$ cat src/sv/spq_pkg.sv
package spq_pkg;

  localparam int CAPACITY = 16;
  localparam int CNT_W    = $clog2(CAPACITY + 1);

  typedef enum logic {
    KIND_INSERT = 1'b0,
    KIND_REMOVE = 1'b1
  } kind_t;

  typedef enum logic [1:0] {
    ST_DONE  = 2'd0,
    ST_FULL  = 2'd1,
    ST_EMPTY = 2'd2
  } status_t;

  typedef struct packed {
    kind_t              kind;
    logic signed [15:0] in_priority;
    logic signed [31:0] in_data;
  } in_t;

  typedef struct packed {
    status_t            status;
    logic signed [15:0] out_priority;
    logic signed [31:0] out_data;
    logic [4:0]         entry_count;
    logic               is_empty;
  } out_t;

  typedef struct packed {
    logic signed [15:0] prio;
    logic signed [31:0] data;
  } entry_t;

  // Broadcast to every cell in the chain.
  typedef struct packed {
    logic   ins;
    logic   rem;
    entry_t new_ent;
  } ctl_t;

endpackage

$ cat src/sv/spq_cell.sv
module spq_cell (
  input  logic           clk,
  input  spq_pkg::ctl_t  ctl,
  input  logic           occ,
  input  logic           left_stay,
  input  spq_pkg::entry_t left_ent,
  input  spq_pkg::entry_t right_ent,
  output spq_pkg::entry_t ent,
  output logic           stay
);
  import spq_pkg::*;

  entry_t ent_r;
  entry_t ent_nxt;

  // Equal priorities stay ahead of the newcomer, which keeps them first-in first-out.
  assign stay = occ && (ent_r.prio <= ctl.new_ent.prio);
  assign ent  = ent_r;

  always_comb begin
    ent_nxt = ent_r;
    if (ctl.ins) begin
      if (stay) begin
        ent_nxt = ent_r;
      end else if (left_stay) begin
        ent_nxt = ctl.new_ent;
      end else begin
        ent_nxt = left_ent;
      end
    end else if (ctl.rem) begin
      ent_nxt = right_ent;
    end
  end

  always_ff @(posedge clk) begin
    ent_r <= ent_nxt;
  end

endmodule

$ cat src/sv/sorted_priority_queue_unit.sv
// Channel  Direction  Handshake                Payload
// in_      input      in_valid / in_ready      spq_pkg::in_t  (kind, priority, data)
// out_     output     out_valid / out_ready    spq_pkg::out_t (status, head, count, empty)
//
// All cells compare against the new priority at once and shift or load in the
// same edge, so a new beat is taken in every cycle while in_ready is high.
// The result sits in one output register; in_ready is low only while that
// register is full and out_ready is low.
// Reset (rst_n, synchronous) clears the count and the output valid; cell
// contents are not cleared and are only read below the count.
module sorted_priority_queue_unit (
  input  logic          clk,
  input  logic          rst_n,
  input  logic          in_valid,
  output logic          in_ready,
  input  spq_pkg::in_t  in_payload,
  output logic          out_valid,
  input  logic          out_ready,
  output spq_pkg::out_t out_payload
);
  import spq_pkg::*;

  logic [CNT_W-1:0]   count_r;
  logic [CNT_W-1:0]   count_nxt;
  logic               out_valid_r;
  out_t               out_r;
  out_t               out_nxt;
  logic               fire;
  logic               full;
  logic               empty;
  ctl_t               ctl;
  logic [CAPACITY-1:0] occ;
  logic [CAPACITY-1:0] stay;
  entry_t             ents [CAPACITY];
  logic [CNT_W+4:0]   count_ext;

  assign in_ready = !out_valid_r || out_ready;
  assign fire     = in_valid && in_ready;
  assign full     = (count_r == CNT_W'(CAPACITY));
  assign empty    = (count_r == '0);

  assign ctl.ins          = fire && (in_payload.kind == KIND_INSERT) && !full;
  assign ctl.rem          = fire && (in_payload.kind == KIND_REMOVE) && !empty;
  assign ctl.new_ent.prio = in_payload.in_priority;
  assign ctl.new_ent.data = in_payload.in_data;

  genvar g;
  generate
    for (g = 0; g < CAPACITY; g++) begin : g_cell
      assign occ[g] = (count_r > CNT_W'(g));
      if (g == 0) begin : g_head
        spq_cell u_cell (
          .clk       (clk),
          .ctl       (ctl),
          .occ       (occ[g]),
          .left_stay (1'b1),
          .left_ent  (ctl.new_ent),
          .right_ent (ents[g+1]),
          .ent       (ents[g]),
          .stay      (stay[g])
        );
      end else if (g == CAPACITY - 1) begin : g_tail
        spq_cell u_cell (
          .clk       (clk),
          .ctl       (ctl),
          .occ       (occ[g]),
          .left_stay (stay[g-1]),
          .left_ent  (ents[g-1]),
          .right_ent (ents[g]),
          .ent       (ents[g]),
          .stay      (stay[g])
        );
      end else begin : g_mid
        spq_cell u_cell (
          .clk       (clk),
          .ctl       (ctl),
          .occ       (occ[g]),
          .left_stay (stay[g-1]),
          .left_ent  (ents[g-1]),
          .right_ent (ents[g+1]),
          .ent       (ents[g]),
          .stay      (stay[g])
        );
      end
    end
  endgenerate

  always_comb begin
    count_nxt = count_r;
    if (ctl.ins) begin
      count_nxt = count_r + CNT_W'(1);
    end else if (ctl.rem) begin
      count_nxt = count_r - CNT_W'(1);
    end
  end

  assign count_ext = (CNT_W + 5)'(count_nxt);

  always_comb begin
    out_nxt              = '0;
    out_nxt.status       = ST_DONE;
    out_nxt.entry_count  = count_ext[4:0];
    out_nxt.is_empty     = (count_nxt == '0);
    unique case (in_payload.kind)
      KIND_INSERT: begin
        if (full) begin
          out_nxt.status = ST_FULL;
        end
      end
      KIND_REMOVE: begin
        if (empty) begin
          out_nxt.status = ST_EMPTY;
        end else begin
          out_nxt.out_priority = ents[0].prio;
          out_nxt.out_data     = ents[0].data;
        end
      end
      default: out_nxt.status = ST_DONE;
    endcase
  end

  always_ff @(posedge clk) begin
    if (!rst_n) begin
      count_r     <= '0;
      out_valid_r <= 1'b0;
    end else begin
      count_r <= count_nxt;
      if (fire) begin
        out_valid_r <= 1'b1;
      end else if (out_ready) begin
        out_valid_r <= 1'b0;
      end
    end
  end

  // Hold the result until it is taken.
  always_ff @(posedge clk) begin
    if (fire) begin
      out_r <= out_nxt;
    end
  end

  assign out_valid   = out_valid_r;
  assign out_payload = out_r;

`ifndef ASSERT_OFF
  a_count_bound: assert property (@(posedge clk) disable iff (!rst_n)
    count_r <= CNT_W'(CAPACITY))
    else $error("entry count above capacity");

  a_insert_grows: assert property (@(posedge clk) disable iff (!rst_n)
    ctl.ins |=> count_r == $past(count_r) + CNT_W'(1))
    else $error("accepted insert did not grow the count");

  a_head_sorted: assert property (@(posedge clk) disable iff (!rst_n)
    occ[1] |-> ents[0].prio <= ents[1].prio)
    else $error("head cell out of order");

  a_empty_flag: assert property (@(posedge clk) disable iff (!rst_n)
    out_valid_r && out_r.is_empty |-> out_r.entry_count == 5'd0)
    else $error("empty flag with nonzero count");
`endif

endmodule
$ cat config.mk
export PLATFORM = sky130hd
export DESIGN_NAME = sorted_priority_queue_unit
export DESIGN_NICKNAME = d
export VERILOG_FILES = /design/src/sv/spq_pkg.sv /design/src/sv/spq_cell.sv /design/src/sv/sorted_priority_queue_unit.sv
export SDC_FILE = /design/constraint.sdc
export NUM_CORES = 2
export LEC_CHECK = 0
export ABC_AREA = 0
export BUFFER_PORTS_ARGS = -buffer_cell sky130_fd_sc_hd__buf_2
export CELL_PAD_IN_SITES_DETAIL_PLACEMENT = 0
export CELL_PAD_IN_SITES_GLOBAL_PLACEMENT = 1
export CORE_MARGIN = 2
export CORE_UTILIZATION = 55
export DETAILED_ROUTE_END_ITERATION = 8
export PLACE_DENSITY = 0.87
export SYNTH_ARGS = -nofsm -noshare
export SYNTH_HDL_FRONTEND = slang
export SYNTH_SLANG_ARGS = --single-unit
$ cat constraint.sdc
create_clock -name clk -period 12.05 [get_ports clk]
set_input_delay 2.41 -clock clk [delete_from_list [all_inputs] [get_ports clk]]
set_output_delay 2.41 -clock clk [all_outputs]
set_load 0.05 [all_outputs]
Word level (Yosys, flattened, before mapping)
Index checks and enable logic that the tools add are counted.
- $add $sub $neg: 2
- bitwise operators: 2
- muxes and demuxes: 67
- magnitude comparators: 32
- equal/unequal tests: 16
- reductions and logical operators: 46
- operators with widths (operator ; count):
    48-bit 2-to-1 mux ; 60
    16-bit less-or-equal comparator ; 16
    5-bit by 4-bit > comparator with 1-bit output, second input constant ; 8
    2-bit AND reduction ; 16
    2-bit inequality test, second input constant ; 15
    1-bit logical AND ; 21
    5-bit by 3-bit > comparator with 1-bit output, second input constant ; 4
    5-bit by 1-bit > comparator with 1-bit output, second input constant ; 2
    5-bit by 2-bit > comparator with 1-bit output, second input constant ; 2
    5-bit zero test ; 2
    5-bit 2-to-1 mux ; 2
    5-bit by 1-bit adder with 5-bit output, second input constant ; 1
    5-bit == test, second input constant ; 1
    5-bit by 1-bit subtractor with 5-bit output, second input constant ; 1
    2-bit one-hot mux with 2 select lines ; 1
    2-bit nonzero test ; 2
    1-bit zero test ; 3
    1-bit 2-to-1 mux ; 3
    2-bit 2-to-1 mux ; 1
    1-bit inverter ; 2
    2-bit OR reduction ; 1
    1-bit logical OR ; 1
- input bits: 53
- logic and storage cells: 204
- register bits after elaboration: 830
- output and inout bits: 58

Longest topological paths before layout
- word-level depth: 8
- mapped depth: 13
- mapped depth without buffers: 9

Hierarchy
A second synthesis with hierarchy kept.
- cell total of the unflattened synthesis: 4608
- area total of the unflattened synthesis: 48766.8 um2
- by module, submodules not included (module ; area an instance (um2) ; cells each ; instances ; seq. area each (um2)):
    spq_cell (g_cell[0].g_head.u_cell ...) ; 2892.8 ; 277 ; 9 ; 1441.4
    spq_cell (g_cell[4].g_mid.u_cell ...) ; 2855.2 ; 271 ; 6 ; 1441.4
    spq_cell (g_cell[11].g_mid.u_cell) ; 2870.3 ; 272 ; 1 ; 1441.4
    sorted_priority_queue_unit ; 2730.1 ; 217 ; 1 ; 1801.7

Worst setup path before layout
OpenSTA, ideal clock, no wires.
- kind: in2reg
- from: input in_payload[45] in the netlist's numbering
- to: register g_cell[3].g_mid.u_cell.ent_r, in the netlist g_cell[3].g_mid.u_cell.ent[0] (enable)
- required time: 11.524 ns
- path buffers: 3
- setup time: 0.526 ns
- path slack: 3.292 ns
- data arrival time: 8.233 ns
- stages: 11
- cells stage by stage: clkbuf_1 inv_1 ha_1 nand4_1 or3_1 a21oi_1 nor4_1 a21bo_2 clkbuf_1 clkbuf_1 o31ai_1
- word-level cells in the longest chain between the ends: 4
- RTL lines (item ; RTL line ; source):
    from (decl) ; sorted_priority_queue_unit.sv:16 ; input spq_pkg::in_t in_payload,
    16-bit less-or-equal comparator ; spq_cell.sv:17 ; assign stay = occ && (ent_r.prio <= ctl.new_ent.prio);
    1-bit logical AND ; spq_cell.sv:17 ;
    2-bit inequality test (no line) ; - ;
    2-bit AND reduction (no line) ; - ;
    to (signal assigned) ; spq_cell.sv:36 ; ent_r <= ent_nxt;
    to (decl) ; spq_cell.sv:13 ; entry_t ent_r;
No other way between the ends.
A chain may end at the register's enable or synchronous reset.

Worst setup path after layout
- from: input in_payload[41] in the netlist's numbering
- to: register g_cell[10].g_mid.u_cell.ent_r, in the netlist g_cell[10].g_mid.u_cell.ent[37] (enable)
- word-level cells in the longest chain between the ends: 4
- RTL lines (item ; RTL line):
    16-bit less-or-equal comparator ; spq_cell.sv:17
    1-bit logical AND ; spq_cell.sv:17
    2-bit inequality test (no line) ; -
    2-bit AND reduction (no line) ; -
    to (signal assigned) ; spq_cell.sv:36
    to (decl) ; spq_cell.sv:13
No other way between the ends.

==> metrics.log <==
INFO  metric grt_start_max_net_pins = around 220
INFO  metric top_library_cells_by_usage_in_the_layout_fill_and_taps_aside = 827 x sky130_fd_sc_hd__nand2_1, 824 x sky130_fd_sc_hd__edfxtp_1, 417 x sky130_fd_sc_hd__nor2_1
INFO  metric worstHoldPathType = reg2reg
INFO  metric placed_cells = approximately 6000
INFO  metric cts_max_level = 3
INFO  metric worst-slew-pin-transition = 1170 ps
INFO  metric ir_drop = around 0.00013 V
INFO  metric status = finished clean
INFO  metric drtAntennaViolNets = 0
INFO  metric initial_utilization = 0.554
INFO  metric cts.hold.buffers_added = 0
INFO  metric clkPwrFrac = 0.304
INFO  metric drt_wl_total = 159000 µm
INFO  metric cts-buffers-inserted = 93
INFO  metric clock_sinks = 830
INFO  metric clkSlewWorstSetupHoldPaths = about 60 ps
INFO  metric detail_route.wl_per_cell = 25.7 µm
INFO  metric finalWorstPathRequiredPeriod = 7020 ps
INFO  metric grt_use_total = 0.329
INFO  metric slew_viol_final = 0
INFO  metric timing.setup.tns = 0 ps
INFO  metric cap_viol_max_count = 0
INFO  metric path_max_fanout = ~50
INFO  metric synth_edf_count = between 800 and 900
INFO  metric setup_violations = 0
INFO  metric finish.utilization = 0.597
INFO  metric placement.io_buffers = 110
INFO  metric final.setup_skew = approximately 33 ps
INFO  metric postSynthRegisterBits = between 800 and 900
INFO  metric drt_drc_violations_left = 0
INFO  metric cp_data_required_time = between 10000 and 15000 ps
INFO  metric detail_route.first_pass.iterations = 6
INFO  metric die_h = slightly above 300 µm
INFO  metric number_of_global_route_vias_before_repair = approximately 39000
INFO  metric tritoncts_clock_tree = yes
INFO  metric layout_cell_share_with_drive_strength_beyond_1 = 0.104
INFO  metric worst_slew_margin_rel = 0.209
INFO  metric post_synth_instance_area = about 50000 µm²
INFO  metric die_width = 308 µm
INFO  metric grt_first_pass_wirelength = about 240000 µm
INFO  metric synth.distinct_cells = 70
INFO  metric timing.final.hold_violations = 0
INFO  metric postCtsSetupRepairBufs = 0
INFO  metric synth-warning-count = 0
INFO  metric syn2layout_area_growth = 7.66%
INFO  metric die_area = around 95000 µm²
INFO  metric synthCells = roughly 5200
INFO  metric postSynth.asyncResetShare = 0
INFO  metric worstSetupStartpointType = primary input
INFO  metric p_comb_frac = 0.244
INFO  metric hpwlAfterDp = a little over 100000 µm
INFO  metric p_sw = between 3000 and 4000 µW
INFO  metric cts.path.max_buffers = 3
INFO  metric synth_top_cell_area_share = 0.488
INFO  metric yosys_most_used_dff = sky130_fd_sc_hd__edfxtp_1
INFO  metric post_layout_nonfiller_instances = between 6000 and 7000
INFO  metric grt_setup_unrepaired = no
INFO  metric worst_setup_path_end_kind = register
INFO  metric floorplan.core_area = roughly 90000 µm²
INFO  metric leakagePower = about 0.020 µW
INFO  metric internal-power = a little over 6000 µW
INFO  metric rows = around 110
INFO  metric boundaryPins = about 110
INFO  metric cells_resized_by_post_cts_repair = 0
INFO  metric netSwitchingFraction = 0.332
INFO  metric synth.area.top_cells = sky130_fd_sc_hd__edfxtp_1 49%, sky130_fd_sc_hd__ha_1 6.4%, sky130_fd_sc_hd__nand2_1 6.2%, sky130_fd_sc_hd__mux2i_1 4.8%, sky130_fd_sc_hd__a21oi_1 3.1%
INFO  metric nNetsFinal = ~5200
INFO  metric antenna_found_initial = 6
INFO  metric design_power_total = between 9000 and 10000 µW
INFO  metric powerDensity = 170 nW/µm²
INFO  metric final_cycle_share = 0.583
INFO  metric vias_cell = about 6.8
INFO  metric final_common_cell = sky130_fd_sc_hd__nand2_1
INFO  metric netlist.top_cell.by_area = sky130_fd_sc_hd__edfxtp_1
INFO  metric syn-mean-instance-area = approximately 9.9 µm²
INFO  metric cts_root_cell = sky130_fd_sc_hd__clkbuf_16
INFO  metric drtIter0Drc = 5257
INFO  metric worst_skew_pair.late_latency = approximately 690 ps
INFO  metric design_area = around 55000 µm²
INFO  metric detailed_place.area = 51700 µm²
INFO  metric grt_overflow_total = 0
INFO  metric maxClockFrequency = around 140 MHz
INFO  metric synth_seq_area_share = 0.490
INFO  metric dr_total_vias = between 40000 and 50000
INFO  metric critical_setup_path_kind = in2reg
INFO  metric seqPwrFrac = 0.452
INFO  metric gp_congestion = roughly 0.94
INFO  metric worst_ep_arrival_time = 7320 ps
INFO  metric syn_nets = between 5000 and 6000
[flip-flops by register name, indices dropped and copies added (netlist names)]
| name | flops |
|---|---|
| out_payload | 56 |
| count_r | 5 |
| g_cell.g_mid.u_cell.ent | 672 |
| g_cell.g_tail.u_cell.ent | 48 |
| g_cell.g_head.u_cell.ent | 48 |
| out_valid | 1 |
[worst max-delay path: stages]
cell	delay [ps]
sky130_fd_sc_hd__buf_2	360
sky130_fd_sc_hd__inv_1	520
sky130_fd_sc_hd__ha_1	480
sky130_fd_sc_hd__a21oi_1	160
sky130_fd_sc_hd__nor2_1	50
sky130_fd_sc_hd__a2111oi_0	470
sky130_fd_sc_hd__nor3_1	160
sky130_fd_sc_hd__a2111oi_4	350
sky130_fd_sc_hd__buf_4	750
sky130_fd_sc_hd__mux2_4	730
sky130_fd_sc_hd__nand2b_2	230
sky130_fd_sc_hd__buf_4	530
[kinds of logic after synthesis]
logic type / Yosys count / synth area share
AO/OA/AOI/OAI: 1408 / 0.193
XOR/XNOR: 3 / 0.000518
adder cells (fa/ha/maj): 261 / 0.0643
buffers and inverters: 564 / 0.0455
flip-flops: 830 / 0.490
multiplexers: 243 / 0.0481
AND/OR/NAND/NOR: 1841 / 0.158
[cell type report]
cell class              instances  area, µm²
fillers                      7517      36900
well taps                    1186       1480
flip-flops and latches        830      24900
clock buffers                 115       2430
repair buffers                191       1210
diodes                          2       5.00
multi-input cells            3756      23900
inverters                      52        195
clock inverters                50        514
[stage by stage]
stage	setup WS, ps	hold slack, ps
6_report	5030	536
5_1_grt	4770	564
4_1_cts	5160	534
3_5_place_dp	4460	526
3_3_place_gp	4600	514
2_1_floorplan	3290	517
[cells in the mapped netlist (110+ instances only)]
| master | n |
|---|---|
| sky130_fd_sc_hd__nand3_1 | 211 |
| sky130_fd_sc_hd__o211ai_1 | 154 |
| sky130_fd_sc_hd__a21oi_1 | 318 |
| sky130_fd_sc_hd__clkbuf_1 | 395 |
| sky130_fd_sc_hd__edfxtp_1 | 824 |
| sky130_fd_sc_hd__o31ai_1 | 114 |
| sky130_fd_sc_hd__a31oi_1 | 148 |
| sky130_fd_sc_hd__nand2_1 | 832 |
| sky130_fd_sc_hd__o21ai_0 | 261 |
| sky130_fd_sc_hd__nor3_1 | 110 |
| sky130_fd_sc_hd__nor2_1 | 418 |
| sky130_fd_sc_hd__ha_1 | 261 |
| sky130_fd_sc_hd__o221a_2 | 141 |
| sky130_fd_sc_hd__mux2i_1 | 241 |
[worst paths after layout]
path | from | endpoint | slack [ps] | cells past startpoint
worst max-delay path | in_payload[41] | g_cell[10].g_mid.u_cell.ent[37]$_DFFE_PP_ | 5030 | 12
worst min register to register | out_valid$_SDFFE_PN0P_ | out_valid$_SDFFE_PN0P_ | 540 | 2
worst max register to register | count_r[0]$_SDFF_PN0_ | g_cell[2].g_mid.u_cell.ent[30]$_DFFE_PP_ | 7280 | 9
worst min-delay path | out_valid$_SDFFE_PN0P_ | out_valid$_SDFFE_PN0P_ | 540 | 2
[layer usage]
layer	track usage	vias up	wire length, µm	share of wire
li1	-	18900	-	-
met1	0.495	20300	68600	0.43
met2	0.479	2498	67700	0.43
met3	0.0710	236	19200	0.12
met4	0.0909	0	3420	0.022
met5	0	-	0	0
[power groups by stage]
| stage | Clock [µW] | Sequential [µW] | Combinational, µW |
|---|---|---|---|
| 3_3_place_gp | 0 | 4240 | 2170 |
| 3_5_place_dp | 0 | 4240 | 2240 |
| 5_1_grt | 2950 | 4240 | 2490 |
| 4_1_cts | 2850 | 4190 | 2240 |
| 6_report | 2830 | 4210 | 2270 |
| 2_1_floorplan | 0 | 4160 | 1590 |
(Power assumes the default switching activity.)
